--- config.mk ---
export PLATFORM = sky130hd
export DESIGN_NAME = bbtc_slot_scan
export DESIGN_NICKNAME = d
export VERILOG_FILES = /design/src/rtl/bbtc_pkg.sv /design/src/rtl/bbtc_slot_scan.sv
export SDC_FILE = /design/constraint.sdc
export NUM_CORES = 2
export LEC_CHECK = 0
export BUFFER_PORTS_ARGS = -buffer_cell sky130_fd_sc_hd__buf_2
export CAP_MARGIN = 0
export CORE_MARGIN = 10
export CORE_UTILIZATION = 35
export CTS_BUF_LIST = sky130_fd_sc_hd__clkbuf_16
export DETAILED_ROUTE_END_ITERATION = 10
export GPL_ROUTABILITY_DRIVEN = 0
export GPL_TIMING_DRIVEN = 0
export PLACE_DENSITY = 0.59
export SLEW_MARGIN = 25
export SYNTH_ARGS = -nofsm -noshare
export SYNTH_HDL_FRONTEND = slang
export SYNTH_SLANG_ARGS = --single-unit
export TNS_END_PERCENT = 10
--- constraint.sdc ---
create_clock -name i_clk -period 5.18 [get_ports i_clk]
set_input_delay 1.036 -clock i_clk [delete_from_list [all_inputs] [get_ports i_clk]]
set_output_delay 1.036 -clock i_clk [all_outputs]
set_load 0.01 [all_outputs]
--- src/rtl/bbtc_pkg.sv ---
// Shared types and constants of the beam bunch time classifier.
package bbtc_pkg;

    // Operation codes of an input word.
    typedef logic [1:0] t_op;
    localparam t_op OP_LOAD_RANGE = 2'd0;
    localparam t_op OP_LOAD_TIME  = 2'd1;
    localparam t_op OP_CLASSIFY   = 2'd2;

    // Configuration register indexes.
    typedef logic [1:0] t_cfg_index;
    localparam t_cfg_index CFG_BUNCH_COUNT  = 2'd0;
    localparam t_cfg_index CFG_MATCH_WINDOW = 2'd1;
    localparam t_cfg_index CFG_COSMIC_EN    = 2'd2;

    localparam int CFG_DATA_W = 31;
    localparam logic [3:0] BUNCH_COUNT_RESET = 4'd8;

    // Only eight slots can be addressed by a load word.
    localparam int SLOT_LIMIT = 8;

    localparam logic signed [3:0] INDEX_NONE = -4'sd1;
    localparam logic signed [3:0] INDEX_COSMIC = 4'sd0;

    typedef struct packed {
        t_op                op;
        logic [3:0]         row;
        logic [2:0]         bunch_slot;
        logic [19:0]        range_first;
        logic [19:0]        range_last;
        logic signed [31:0] slot_time;
        logic               is_mc;
        logic signed [31:0] track_time;
        logic [19:0]        run;
    } t_item;

    typedef struct packed {
        logic [3:0]  bunch_count;
        logic [30:0] match_window;
        logic        cosmic_en;
    } t_cfg;

    // Control that travels with a classify word through the slot scan.
    typedef struct packed {
        logic valid;
        logic none;
    } t_cls_ctl;

endpackage

--- src/rtl/bbtc_slot_scan.sv ---
// Slot scan: per-lane time difference, window compare, first-slot select.
module bbtc_slot_scan #(
    parameter int MAX_BUNCHES = 8,
    localparam int LANES = (MAX_BUNCHES < bbtc_pkg::SLOT_LIMIT) ? MAX_BUNCHES
                                                              : bbtc_pkg::SLOT_LIMIT
) (
    input  logic                i_clk,
    input  logic                i_rst_n,
    input  bbtc_pkg::t_cfg      i_cfg,
    input  bbtc_pkg::t_cls_ctl  i_ctl,
    input  logic signed [31:0]  i_track,
    input  logic [31:0]         i_times [LANES],
    output logic                o_valid,
    output logic signed [3:0]   o_bunch_index
);

    bbtc_pkg::t_cls_ctl r_ctl3;
    bbtc_pkg::t_cls_ctl r_ctl4;
    logic [31:0]        r_mag [LANES];
    logic [LANES-1:0]   r_tneg;
    logic [LANES-1:0]   r_stop;
    logic [LANES-1:0]   r_stop_neg;
    logic [LANES-1:0]   n_stop;
    logic [LANES-1:0]   n_stop_neg;
    logic [2:0]         pick;
    logic               pick_neg;
    logic               any_stop;
    logic signed [3:0]  n_index;
    logic               r_valid;
    logic signed [3:0]  r_index;

    // Both differences are formed at once; the non-negative one is the magnitude.
    for (genvar l = 0; l < LANES; l++) begin : g_diff
        logic signed [32:0] d_fwd;
        logic signed [32:0] d_rev;
        logic [32:0]        n_mag;

        assign d_fwd = {i_track[31], i_track} - {i_times[l][31], i_times[l]};
        assign d_rev = {i_times[l][31], i_times[l]} - {i_track[31], i_track};
        assign n_mag = d_fwd[32] ? d_rev : d_fwd;

        always_ff @(posedge i_clk) begin
            r_mag[l]  <= n_mag[31:0];
            r_tneg[l] <= i_times[l][31];
        end
    end

    // A lane stops the scan on a negative stored time or on a window match.
    always_comb begin
        for (int l = 0; l < LANES; l++) begin
            n_stop[l] = (4'(l) < i_cfg.bunch_count)
                        && (r_tneg[l] || ({1'b0, r_mag[l]} < {2'b00, i_cfg.match_window}));
            n_stop_neg[l] = r_tneg[l];
        end
    end

    always_comb begin
        pick     = '0;
        pick_neg = 1'b0;
        for (int l = LANES - 1; l >= 0; l--) begin
            if (r_stop[l]) begin
                pick     = 3'(l);
                pick_neg = r_stop_neg[l];
            end
        end
        any_stop = |r_stop;
        if (i_cfg.cosmic_en) begin
            n_index = bbtc_pkg::INDEX_COSMIC;
        end else if (r_ctl4.none || !any_stop || pick_neg) begin
            n_index = bbtc_pkg::INDEX_NONE;
        end else begin
            n_index = $signed({1'b0, pick});
        end
    end

    always_ff @(posedge i_clk) begin
        if (!i_rst_n) begin
            r_ctl3.valid <= 1'b0;
            r_ctl4.valid <= 1'b0;
            r_valid      <= 1'b0;
        end else begin
            r_ctl3.valid <= i_ctl.valid;
            r_ctl4.valid <= r_ctl3.valid;
            r_valid      <= r_ctl4.valid;
        end
        r_ctl3.none <= i_ctl.none;
        r_ctl4.none <= r_ctl3.none;
        r_stop      <= n_stop;
        r_stop_neg  <= n_stop_neg;
        r_index     <= n_index;
    end

    assign o_valid       = r_valid;
    assign o_bunch_index = r_index;

endmodule

==> results.tsv <==
metric	value	unit
worst_ir_drop_vdd	0.180	mV
synth-seq-cells	289	
synth_cell_types	91	
slew_viol_final	0	
h-tree-depth	2	
syn_nets	6006	
n_fill_cell	11200	
pre_cts_ws	-0.847	ns
cts_buffers	43	
grt_pass1_wl	220	mm
ys_seq_area_frac	0.152	
clk_pin_slew	0.05	ns
vias	38800	
drc	0	
cts_max_path_buffers	3	
netlist_instances	4918	
cts_root_buf	clkbuf_16	
rsz0062_at_grt	false	
vias_per_cell	5.74	
final.period_utilization	0.992	
drive_gt1_frac	0.0956	
stdcell_area	0.0428	mm²
worst_slew_pin_slew	1.11	ns
p_per_area	270	mW/mm²
finClkSkew	0.0134	ns
dpl_cell_area	0.0414	mm²
dpl.hpwl	129	mm
clk_latency	0.59	ns
dr.pass1.iters	6	
cp-end-kind	flop	
crit_path_start_kind	input port	
hold_ws	0.324	ns
layout_setup_ws	0.0430	ns
wl_per_cell	22.3	µm
status	finished clean	
p_leak	21.2	nW
die_h	349	µm
cts_tree	built	
port_buffers	332	
timing_hold_violations_final	0	
synth.most_common_cell	ha_1	
start_util	0.353	
grt_start_max_net_pins	18	
syn_area_per_cell	7.72	µm²
groute.usage.overall	0.235	
syn_to_final_growth	12.8	%
fin_nets	6388	
synth_ff_type	dfxtp_1	
worstPathRequired	5.61	ns
grt_pass1_vias	37700	
max-cap-violations	0	
max_slew_margin	0.248	
critPathArrivalTime	5.57	ns
yosys_warnings	0	
fp.dieArea	0.122	mm²
synth_edf_count	0	
setup_violations	0	
ios	333	
numClockSinks	289	
wl	151	mm
crit_fanout	10	
postRouteAntennaNets	0	
async_flop_share	0	
power	0.0116	W
fmax	195	MHz
die_w	349	µm
netlist_area	0.0379	mm²
critPathKind	in2reg	
antenna_found_initial	52	
dp_cells	6653	
yosysTopAreaCell	ha_1	
post-synth-top-area-fraction	0.245	
coreArea	0.107	mm²
period_needed	5.14	ns
drt_iter0_markers	3417	
ctsHoldBuffers	0	
row_count	120	
synth_commonest_cells	744 x ha_1, 566 x a21oi_1, 422 x inv_1, 347 x o21ai_0, 305 x a21o_1	
grt-ovfl-total	0	
synth_area_leaders	ha_1 25%, dfxtp_1 15%, a21oi_1 7.5%, a21o_1 6.0%, o21ai_0 4.6%	
hp-class	reg2reg	
instances_no_fill	6750	
## logic make-up after synthesis
| family | after synthesis | share of synthesized area |
|---|---|---|
| XOR/XNOR | 233 | 0.0538 |
| AND/OR/NAND/NOR | 1103 | 0.146 |
| flip-flops | 289 | 0.152 |
| adder cells (fa/ha/maj) | 760 | 0.254 |
| buffers and inverters | 626 | 0.0642 |
| AO/OA/AOI/OAI | 1804 | 0.302 |
| multiplexers | 103 | 0.0276 |
## worst paths after layout
kind / cells past startpoint / slack, ns / from / endpoint
hold / removal: 0 / 0.32 / r_ctl3[0]$_DFF_P_ / r_ctl4[0]$_DFF_P_
setup reg to reg: 10 / 2.18 / r_mag[0][33]$_DFF_P_ / r_stop[1]$_DFF_P_
setup / recovery: 14 / 0.04 / i_track[19] / r_mag[1][62]$_DFF_P_
hold reg to reg: 0 / 0.32 / r_ctl3[0]$_DFF_P_ / r_ctl4[0]$_DFF_P_
## cells in the final DEF (no fill, tap or decap), types with 12 or more instances in the layout
master / synthesis / routed
nand2b_1: 82 / 82
o21a_1: 69 / 69
nand2_1: 256 / 256
or3_1: 25 / 25
buf_2: 47 / 378
a221oi_1: 20 / 20
nor2b_1: 98 / 98
xnor2_1: 135 / 135
fa_1: 16 / 16
nand3b_1: 19 / 19
and3_1: 35 / 35
nor2_1: 266 / 266
o21ai_0: 347 / 346
a211oi_1: 66 / 66
inv_1: 422 / 429
clkbuf_1: 145 / 145
nand3_1: 73 / 73
a31oi_1: 75 / 75
nor4_1: 12 / 12
o31a_1: 18 / 18
mux2_2: 14 / 14
and2_1: 24 / 24
a31o_2: 14 / 14
o211ai_1: 42 / 42
o41ai_1: 19 / 19
xor2_1: 98 / 98
nor3_1: 70 / 69
dfxtp_1: 289 / 289
o21bai_1: 77 / 77
diode_2: 0 / 15
nand4_1: 86 / 86
ha_1: 744 / 744
o31ai_1: 46 / 46
a21oi_1: 566 / 566
a21boi_0: 18 / 18
mux2i_1: 89 / 89
a21o_1: 305 / 305
clkbuf_16: 0 / 45
## state kept, by name, summed over array words and instances (netlist names)
signal,cells
n_stop_neg,8
o_bunch_index,4
o_valid,1
r_ctl3,2
r_ctl4,2
r_mag,256
r_stop,8
r_stop_neg,8
## critical path, cell delays in order
cell      delay, ns
buf_2          0.38
inv_1          0.48
ha_1           0.44
clkbuf_1       0.29
nand2_1        0.11
nor2_1         0.31
o21ai_0        0.14
a31oi_1        0.37
a21oi_1        0.27
o31ai_4        0.49
buf_4          0.30
mux2i_1        0.41
o21ai_0        0.30
xor2_1         0.21
## power by group
| part | internal (W) | leakage, nW | switching (W) |
|---|---|---|---|
| sequential | 0.00288 | 2.44 | 0.000243 |
| combinational | 0.00222 | 18.1 | 0.00336 |
| clock | 0.00170 | 0.685 | 0.00116 |
| total | 0.00680 | 21.2 | 0.00476 |
## metrics by stage
| stage | util | setup TNS [ns] |
|---|---|---|
| final | 0.399 | 0 |
| after global routing | 0.399 | 0 |
| after CTS | 0.398 | 0 |
| after detailed placement | 0.385 | -83.11 |
| after global placement | 0.385 | -74.82 |
| after floorplan | - | 0 |
## cell type report
| class | count | area [µm²] | share of cell area |
|---|---|---|---|
| antenna | 15 | 37.5 | 0.000877 |
| buffer | 204 | 853 | 0.0199 |
| clock buffer | 45 | 1130 | 0.0263 |
| clock inverter | 32 | 223 | 0.00520 |
| inverter | 422 | 1590 | 0.0371 |
| multi-input combinational | 4003 | 29700 | 0.695 |
| sequential | 289 | 5790 | 0.135 |
| tap | 1403 | 1760 | 0.0410 |
| timing repair buffer | 337 | 1700 | 0.0397 |
## layer usage
metal | global-route usage | share of wire
met5 | 0 | 0.00027
met4 | 0.0979 | 0.045
met3 | 0.0413 | 0.080
met2 | 0.395 | 0.45
met1 | 0.292 | 0.42
## timing repair
action,4_1_cts,5_1_grt
endpoints found under the hold margin,0,0
resized for setup,1,5
setup buffers,5,0
endpoints found under the setup margin,24,15
Note: power is estimated with default switching activity, not from simulation.
