==> src/rtl/bbtc_pkg.sv <==
// Shared types and constants of the beam bunch time classifier.
package bbtc_pkg;

    // Operation codes of an input word.
    typedef logic [1:0] t_op;
    localparam t_op OP_LOAD_RANGE = 2'd0;
    localparam t_op OP_LOAD_TIME  = 2'd1;
    localparam t_op OP_CLASSIFY   = 2'd2;

    // Configuration register indexes.
    typedef logic [1:0] t_cfg_index;
    localparam t_cfg_index CFG_BUNCH_COUNT  = 2'd0;
    localparam t_cfg_index CFG_MATCH_WINDOW = 2'd1;
    localparam t_cfg_index CFG_COSMIC_EN    = 2'd2;

    localparam int CFG_DATA_W = 31;
    localparam logic [3:0] BUNCH_COUNT_RESET = 4'd8;

    // Only eight slots can be addressed by a load word.
    localparam int SLOT_LIMIT = 8;

    localparam logic signed [3:0] INDEX_NONE = -4'sd1;
    localparam logic signed [3:0] INDEX_COSMIC = 4'sd0;

    typedef struct packed {
        t_op                op;
        logic [3:0]         row;
        logic [2:0]         bunch_slot;
        logic [19:0]        range_first;
        logic [19:0]        range_last;
        logic signed [31:0] slot_time;
        logic               is_mc;
        logic signed [31:0] track_time;
        logic [19:0]        run;
    } t_item;

    typedef struct packed {
        logic [3:0]  bunch_count;
        logic [30:0] match_window;
        logic        cosmic_en;
    } t_cfg;

    // Control that travels with a classify word through the slot scan.
    typedef struct packed {
        logic valid;
        logic none;
    } t_cls_ctl;

endpackage

==> src/rtl/bbtc_range_match.sv <==
// Run range table with parallel range compare and lowest-row priority encode.
module bbtc_range_match #(
    parameter int NUM_PERIODS = 16,
    localparam int ADDR_W = $clog2(NUM_PERIODS + 1)
) (
    input  logic                i_clk,
    input  logic                i_rst_n,
    input  logic                i_valid,
    input  bbtc_pkg::t_item     i_item,
    output logic                o_valid,
    output bbtc_pkg::t_item     o_item,
    output logic                o_found,
    output logic [ADDR_W-1:0]   o_row
);

    logic [19:0]            r_low  [NUM_PERIODS];
    logic [19:0]            r_high [NUM_PERIODS];
    logic [NUM_PERIODS-1:0] r_tab_valid;
    logic [NUM_PERIODS-1:0] r_hit;
    logic [NUM_PERIODS-1:0] n_hit;
    logic                   r_valid;
    bbtc_pkg::t_item        r_item;
    logic                   load;

    assign load = i_valid && (i_item.op == bbtc_pkg::OP_LOAD_RANGE);

    always_ff @(posedge i_clk) begin
        if (!i_rst_n) begin
            r_tab_valid <= '0;
            r_valid     <= 1'b0;
        end else begin
            r_valid <= i_valid;
            for (int p = 0; p < NUM_PERIODS; p++) begin
                if (load && (32'(i_item.row) == p)) begin
                    r_tab_valid[p] <= 1'b1;
                end
            end
        end
    end

    always_ff @(posedge i_clk) begin
        for (int p = 0; p < NUM_PERIODS; p++) begin
            if (load && (32'(i_item.row) == p)) begin
                r_low[p]  <= i_item.range_first;
                r_high[p] <= i_item.range_last;
            end
        end
        r_hit  <= n_hit;
        r_item <= i_item;
    end

    // A range whose first run exceeds its last run never hits.
    always_comb begin
        for (int p = 0; p < NUM_PERIODS; p++) begin
            n_hit[p] = r_tab_valid[p] && (i_item.run >= r_low[p])
                       && (i_item.run <= r_high[p]);
        end
    end

    always_comb begin
        o_row = '0;
        for (int p = NUM_PERIODS - 1; p >= 0; p--) begin
            if (r_hit[p]) begin
                o_row = ADDR_W'(p);
            end
        end
    end

    assign o_found = |r_hit;
    assign o_valid = r_valid;
    assign o_item  = r_item;

endmodule

==> config.mk <==
export PLATFORM = sky130hd
export DESIGN_NAME = bbtc_range_match
export DESIGN_NICKNAME = d
export VERILOG_FILES = /design/src/rtl/bbtc_pkg.sv /design/src/rtl/bbtc_range_match.sv
export SDC_FILE = /design/constraint.sdc
export NUM_CORES = 1
export LEC_CHECK = 0
export BUFFER_PORTS_ARGS = -buffer_cell sky130_fd_sc_hd__buf_2
export CAP_MARGIN = 20
export CORE_ASPECT_RATIO = 0.9
export CORE_MARGIN = 4
export CORE_UTILIZATION = 45
export CTS_CLUSTER_DIAMETER = 80
export CTS_CLUSTER_SIZE = 10
export DETAILED_ROUTE_END_ITERATION = 10
export HOLD_SLACK_MARGIN = 0.06
export SKIP_CTS_REPAIR_TIMING = 1
export SYNTH_ARGS = -nofsm -noshare
export SYNTH_HDL_FRONTEND = slang
export SYNTH_SLANG_ARGS = --single-unit
==> constraint.sdc <==
create_clock -name i_clk -period 6.8 [get_ports i_clk]
set_clock_uncertainty 0.1 [all_clocks]
set_input_delay 1.36 -clock i_clk [delete_from_list [all_inputs] [get_ports i_clk]]
set_output_delay 1.36 -clock i_clk [all_outputs]
set_load 0.05 [all_outputs]
==> flow_summary.json, run 1 <==
{
  "cp.arrival_ns": 2.71,
  "grt_overflow": 0,
  "yosysUniqueCellTypes": 53,
  "hold_end": "r_hit[8]",
  "ys_seq_elements": 807,
  "r2r_slack_ns": 4.18,
  "dr.pass1.iters": 5,
  "synth_ff_type": "edfxtp_1",
  "cellLeakagePower_nw": 19.8,
  "die-area_um2": 90700,
  "num_rows": 101,
  "numCtsBuffers": 90,
  "cts_tree": "built",
  "hold_viol": 0,
  "crit_path_end_kind": "primary output",
  "hold_depth": 2,
  "tns_ns": 0,
  "ir_drop_mv": 0.209,
  "start_kind": "flop",
  "syn_avg_cell_area_um2": 12.6,
  "yosysTopAreaCell": "edfxtp_1",
  "grt_pass1_vias": 24692,
  "die_w_um": 317,
  "synthTopCellsByArea": "edfxtp_1 50%, ha_1 21%, dfxtp_1 8.6%, inv_1 6.1%, a21oi_1 2.5%",
  "synth_nets": 3853,
  "dp_hpwl_um": 69200,
  "async_flop_share_pct": 0,
  "start_util_pct": 45.6,
  "status": "finished, final reports clean",
  "clk_latency_ns": 0.66,
  "grt_pass1_wl_um": 156000,
  "hold_path.class": "flop to flop",
  "fmax_mhz": 240,
  "power_density_nw_per_um2": 242,
  "slew_headroom_pct": 30.4,
  "post-route-util_pct": 52.6,
  "syn2layout_area_growth_pct": 15.3,
  "cp_data_required_time_ns": 5.34,
  "syn_area_um2": 38700,
  "drt_iter0_drc": 1878,
  "synth_edf_count": 640,
  "r2r_cells": 7,
  "drtAntennaViolNets": 0,
  "final_max_slew_viol_count": 0,
  "synthTopCellsByCount": "640 x edfxtp_1, 640 x ha_1, 633 x inv_1",
  "netlist.area_leader.share_pct": 49.7,
  "multi_input_comb_area_um2": 13800,
  "io_buffer_count": 276,
  "yosysWarnings": 0,
  "wl_per_cell_um": 22.5,
  "tightest_slew_ns": 1.02,
  "crit_fanout": 2,
  "final_nets": 4263,
  "htreeDepth": 3,
  "worstHoldStart": "r_tab_valid[8]",
  "drv_cap": 0,
  "grtUsageTotal_pct": 23.3,
  "rsz0062_at_grt": "false",
  "numClockSinks": 807,
  "crit_type": "flop to primary output",
  "clock_tree.root_cell": "clkbuf_16",
  "seqCellArea_um2": 22600,
  "path_clk_slew_ns": 0.06,
  "vias_per_cell": 5.30,
  "reg2reg_to": "r_hit[5]",
  "drive_gt1_share_pct": 12.3,
  "io_pins": 278,
  "drc_errors": 0,
  "yosysSeqAreaShare_pct": 58.4,
  "finalSetupViolCount": 0,
  "fin_crit_ns": 4.17,
  "place.gp.congestion": 0.902,
  "die_h_um": 286,
  "fin_crit_sh_pct": 61.4,
  "nFillCells": 7418,
  "synth_cells": 3076,
  "wirelength_um": 105000,
  "antenna_found_initial": 3,
  "r2r_start": "r_high[0][118]",
  "grt_max_degree": 42,
  "routed-via-count": 24904,
  "timing.hold.ws_ns": 0.339,
  "core_area_um2": 84800,
  "cts_buffer_depth": 3
}
cells in the final DEF, fill, tap and decap left out, drive strengths merged, types with 7 or more instances in the layout:
master and count:
and4 16, o21ai 117, nand3 55, a21oi 195
nand2 95, clkbuf 161, dfxtp 167, a221oi 15
o211ai 29, ha 640, o21bai 8, nor2b 13
inv 635, nand4 95, a211oi 21, nor3 38
edfxtp 640, a211o 7, nor2 95, nor4 7
nor3b 14, a21o 34, a2111oi 24, o21a 28
buf 320, a21boi 8, nand2b 11
cell type report:
cell class | instances | area share, %
antenna | 2 | 0.0112
clock buffer | 161 | 5.65
timing repair buffer | 321 | 3.91
sequential | 807 | 50.6
multi-input combinational | 1633 | 31.0
clock inverter | 7 | 0.284
inverter | 633 | 5.33
tap | 1133 | 3.18
registers in the layout, indices dropped and copies added (netlist names):
register     flops
o_item         134
r_low          320
r_tab_valid     16
r_hit           16
o_valid          1
r_high         320
where the power goes:
| group | total [mW] | switching, mW | internal (mW) |
|---|---|---|---|
| clock network | 4.48 | 1.97 | 2.51 |
| logic | 0.919 | 0.658 | 0.261 |
| registers | 5.41 | 0.0158 | 5.39 |
| total | 10.8 | 2.65 | 8.16 |
worst max path at each step:
stage | start | end | slack, ns | cells after the start
after CTS | r_hit[14] | o_row[1] | 2.68 | 7
after detailed placement | i_item[15] | r_hit[4] | 2.16 | 8
after floorplan | i_item[133] | r_high[0][0] | 1.49 | 4
final | r_hit[14] | o_row[1] | 2.63 | 7
after global placement | i_item[13] | r_hit[0] | 1.39 | 9
after global routing | r_hit[14] | o_row[1] | 2.57 | 7
worst max-delay path: stages, from the launching register on:
cell      delay, ns
dfxtp_1        0.41
nor2_1         0.09
o31ai_1        0.22
a211oi_1       0.11
nor3_1         0.18
nor3_1         0.07
nor3_1         0.57
buf_2          0.39
stage by stage:
stage	power, mW	area [um^2]	std cells	setup slack (ns)
6_report	10.8	44600	4697	2.63
5_1_grt	11.2	44600	4695	2.57
4_1_cts	10.9	44600	4695	2.68
3_5_place_dp	6.44	41900	4527	2.16
3_3_place_gp	6.43	41900	4525	1.39
2_1_floorplan	5.99	38700	3076	1.49
logic make-up (layout without fill, tap and decap cells):
kind of cell | Yosys count | after routing | share of synthesized area [%]
flip-flops | 807 | 807 | 58.4
adder cells (fa/ha/maj) | 640 | 640 | 20.7
AO/OA/AOI/OAI | 537 | 537 | 8.71
other | 1 | 3 | 0.00970
buffers and inverters | 636 | 1122 | 6.19
AND/OR/NAND/NOR | 455 | 455 | 6.02
metal layers:
layer | wire, um | global-route usage (%) | vias up
met5 | 0 | 0 | -
met4 | 3070 | 6.85 | 0
met3 | 5440 | 3.17 | 155
met2 | 51100 | 39.6 | 618
met1 | 45800 | 31.2 | 12159
li1 | - | - | 11972
(Power assumes the default switching activity.)
==> run 2, diff against run 1 <==
clock period = 4.25 ns   (was 6.8 ns; I/O delays follow)
==> run 2 against run 1 <==
Non-clock buffer count rose by 34. Final cell count rose by 0.60%. Highest routed layer unchanged. Utilization rose by 0.35 points. Power rose by 61%.
==> flow_summary.json, run 2 (same netlist as run 1, synthesis figures left out) <==
{
  "ir_drop_mv": 0.337,
  "die_h_um": 286,
  "crit_fanout": 3,
  "place.gp.congestion": 0.845,
  "cp.depth": 7,
  "clock_tree.root_cell": "clkbuf_16",
  "cp.arrival_ns": 2.60,
  "cp_data_required_time_ns": 3.30,
  "num_rows": 101,
  "finalSetupViolCount": 0,
  "drv_cap": 0,
  "hold_viol": 0,
  "fin_crit_sh_pct": 83.5,
  "drc_errors": 0,
  "routed-via-count": 24851,
  "r2r_cells": 8,
  "grt_pass1_wl_um": 154000,
  "tightest_slew_ns": 1.14,
  "fmax_mhz": 282,
  "start_kind": "flop",
  "rsz0062_at_grt": "false",
  "core_area_um2": 84800,
  "tns_ns": 0,
  "cellLeakagePower_nw": 20.0,
  "fin_crit_ns": 3.55,
  "wl_per_cell_um": 22.3,
  "final_max_slew_viol_count": 0,
  "drtAntennaViolNets": 0,
  "dr.pass1.iters": 5,
  "path_clk_slew_ns": 0.06,
  "grt_max_degree": 42,
  "critPathBufInv": 1,
  "clk_latency_ns": 0.65,
  "status": "finished, final reports clean",
  "drive_gt1_share_pct": 13.1,
  "start_util_pct": 45.6,
  "worst_path_most_repeated_cell": "nor3_1",
  "grt_pass1_vias": 24590,
  "drt_iter0_drc": 1664,
  "final_nets": 4297,
  "hold_path.class": "input pin to flop",
  "grt_overflow": 0,
  "critical-path-top-delay-family": "simple AND/OR/NAND/NOR gates",
  "syn2layout_area_growth_pct": 16.0,
  "power_density_nw_per_um2": 387,
  "final_cell_mix": "640 x ha_1, 640 x edfxtp_1, 633 x inv_1, 276 x buf_2, 195 x a21oi_1",
  "slowest_delay_ns": 0.52,
  "cts_tree": "built",
  "wirelength_um": 106000,
  "timing.hold.ws_ns": 0.205,
  "die-area_um2": 90700,
  "setup_slack_ns": 0.702,
  "vias_per_cell": 5.26,
  "dp_hpwl_um": 70900,
  "grtUsageTotal_pct": 23.2,
  "die_w_um": 317,
  "pre_cts_ws_ns": 0.414,
  "numClockSinks": 807,
  "cts_buffer_depth": 3,
  "io_buffer_count": 276,
  "slew_headroom_pct": 23.7,
  "antenna_found_initial": 1,
  "cp_cell_sequence": "nor2_1 > o31ai_1 > a211oi_1 > nor3_1 > nor3_1 > nor3_1 > buf_2",
  "numCtsBuffers": 90,
  "finalPower_mw": 17.4,
  "htreeDepth": 3,
  "crit_path_end_kind": "primary output",
  "io_pins": 278,
  "crit_type": "flop to primary output",
  "hold_depth": 1,
  "crit_path_top_delay_cell": "dfxtp_1"
}
-- run 2: cell count changes in the layout (fill, tap and decap cells not counted), moves of 2 or more --
cell and delta:
buf_4 +33, nor3_4 +4, inv_6 -2, clkbuf_16 +4, buf_12 +3, clkinv_16 -2, clkinv_8 -2, nor3_2 -4
clkbuf_1 -4
-- run 2: power by group --
group          switching, mW  internal, mW
registers             0.0258          8.63
clock network           3.09          4.10
logic                   1.07         0.439
-- run 2: area by class of cell --
type | instances | area, um^2
Inverter | 633 | 2380
Timing Repair Buffer | 355 | 2040
Fill cell | 7378 | 39900
Tap cell | 1133 | 1420
Multi-Input combinational cell | 1633 | 13800
Clock buffer | 161 | 2600
Sequential cell | 807 | 22600
Clock inverter | 2 | 20.0
Antenna cell | 1 | 2.50
-- run 2: worst paths after layout --
| path | from | end | slack [ns] |
|---|---|---|---|
| max | r_hit[10] | o_row[1] | 0.70 |
| min | i_item[48] | o_item[48] | 0.20 |
| max reg2reg | r_low[1][45] | r_hit[10] | 1.67 |
| min reg2reg | r_tab_valid[12] | r_hit[12] | 0.34 |
-- run 2: per-stage QoR --
step | std cells | area, um^2 | utilization, %
after CTS | 4724 | 44900 | 52.9
after floorplan | 3076 | 38700 | -
after detailed placement | 4561 | 42200 | 49.8
after global placement | 4561 | 42200 | 49.8
after global routing | 4724 | 44900 | 52.9
final | 4725 | 44900 | 52.9
-- run 2: metal layers --
layer	track usage, %	vias up	wire (um)
li1	-	12054	-
met1	30.8	12032	46000
met2	38.7	602	49900
met3	4.09	163	6020
met4	7.67	0	3600
met5	0	-	0
==> run 3, diff against run 2 <==
clock period = 3.2 ns   (was 4.25 ns; I/O delays follow)
==> run 3 against run 2 <==
Register-to-register slack lost 1.1 ns. Hold slack got worse by 0.091 ns. Non-clock buffer count is 132 higher. Via count rose by 2.7%. First-iteration DRC count increased by 18%. Power is 34% higher. Wire length is 1.4% higher. Count of clock-buffer cells in the layout did not move. Utilization up 1.8 points. Final area is 3.4% higher. Critical path type unchanged. Largest cell class unchanged. Highest routed layer unchanged.
==> flow_summary.json, run 3 (same netlist as run 1, synthesis figures left out) <==
{
  "cp.arrival_ns": 2.33,
  "dpl_cell_area_um2": 43000,
  "r2r_slack_ns": 0.61,
  "post-route-util_pct": 54.7,
  "finalPower_mw": 23.3,
  "core_area_um2": 84800,
  "drc_errors": 0,
  "path_clk_slew_ns": 0.06,
  "drtAntennaViolNets": 0,
  "endpoint": "o_row[3]",
  "p_int_mw": 17.6,
  "power_frac_seq_pct": 49.3,
  "cellLeakagePower_nw": 20.7,
  "hold_viol": 0,
  "start_kind": "flop",
  "grt_overflow": 0,
  "power_density_nw_per_um2": 502,
  "fin_crit_sh_pct": 95.9,
  "grt_max_degree": 42,
  "clk_latency_ns": 0.66,
  "fmax_mhz": 326,
  "hold_depth": 2,
  "ir_drop_mv": 0.455,
  "slew_headroom_pct": 44.4,
  "fin_area_um2": 46400,
  "r2r_start": "r_low[1][129]",
  "stdcell_count": 4861,
  "tns_ns": 0,
  "r2r_cells": 8,
  "wirelength_um": 107000,
  "routed-via-count": 25525,
  "syn2layout_area_growth_pct": 20.0,
  "drive_gt1_share_pct": 14.3,
  "drt_iter0_drc": 1956,
  "die_h_um": 286,
  "crit_path_top_delay_cell": "nor4_1",
  "dr.pass1.iters": 5,
  "status": "finished, final reports clean",
  "grtUsageTotal_pct": 23.4,
  "numCtsBuffers": 91,
  "tightest_slew_ns": 0.834,
  "wl_per_cell_um": 22.0,
  "finalSetupViolCount": 0,
  "reg2reg_to": "r_hit[14]",
  "cts_tree": "built",
  "combPwrFrac_pct": 9.2,
  "p_switching_mw": 5.65,
  "cts_buffer_depth": 3,
  "pre_cts_ws_ns": -0.139,
  "antenna_found_initial": 3,
  "io_buffer_count": 276,
  "setup_slack_ns": 0.130,
  "htreeDepth": 3,
  "fin_crit_ns": 3.07,
  "cp_data_required_time_ns": 2.46,
  "grt_pass1_wl_um": 156000,
  "swShare_pct": 24.2,
  "dp_cells": 4620,
  "numClockSinks": 807,
  "clock_tree.root_cell": "clkbuf_16",
  "rsz0062_at_grt": "false",
  "final_nets": 4430,
  "start_util_pct": 45.6,
  "grt_pass1_vias": 24950,
  "final_cell_mix": "640 x ha_1, 640 x edfxtp_1, 632 x inv_1, 276 x buf_2, 195 x a21oi_1",
  "final_max_slew_viol_count": 0,
  "hold_path.class": "input pin to flop",
  "crit_type": "flop to primary output",
  "place.gp.congestion": 0.874,
  "num_rows": 101,
  "crit_fanout": 3,
  "die_w_um": 317,
  "die-area_um2": 90700,
  "clockPowerShare_pct": 41.5,
  "timing.critical_path.from": "r_hit[7]",
  "drv_cap": 0,
  "slowest_delay_ns": 0.44,
  "io_pins": 278,
  "timing.hold.ws_ns": 0.114,
  "vias_per_cell": 5.25,
  "cp_cell_sequence": "nor4_1 > nand2_1 > nor2_1 > buf_2",
  "crit_path_end_kind": "primary output",
  "dp_hpwl_um": 73000
}
## run 3: worst min-delay path by stage
stage	endpoint	slack, ns	start
2_1_floorplan	r_hit[12]	0.31	r_tab_valid[12]
3_3_place_gp	r_hit[7]	0.32	r_tab_valid[7]
3_5_place_dp	r_hit[7]	0.33	r_tab_valid[7]
4_1_cts	o_item[46]	-0.06	i_item[46]
5_1_grt	o_valid	0.10	i_valid
6_report	o_valid	0.11	i_valid
## run 3: final cells by class
| type | instances | area (um^2) |
|---|---|---|
| fill | 7311 | 38400 |
| clock inverter | 6 | 72.6 |
| timing repair buffer | 487 | 3520 |
| antenna | 1 | 2.50 |
| tap | 1133 | 1420 |
| clock buffer | 161 | 2600 |
| inverter | 633 | 2380 |
| sequential | 807 | 22600 |
| multi-input combinational | 1633 | 13800 |
## run 3: power groups by stage
stage	Clock (mW)	Combinational [mW]	Sequential, mW
global route	10.3	2.36	11.5
detailed placement	0	2.08	11.7
global placement	0	2.06	11.7
CTS	9.91	2.09	11.5
finish	9.66	2.14	11.5
floorplan	0	0.701	12.0
## run 3: routing by layer
metal  track usage (%)  share of wire [%]  vias to the layer above
met2              38.2                 46                      670
met1              32.5                 44                    12389
met3              3.80                6.2                      161
met5                 0                  0                        -
met4              6.60                3.0                        0
li1                  -                  -                    12305
## run 3: worst max-delay path, delay by kind of cell, from the launching register on
| kind | cells | cell delay (ns) |
|---|---|---|
| buffers and inverters | 1 | 0.36 |
| AND/OR/NAND/NOR | 3 | 0.94 |
| flip-flops | 1 | 0.36 |
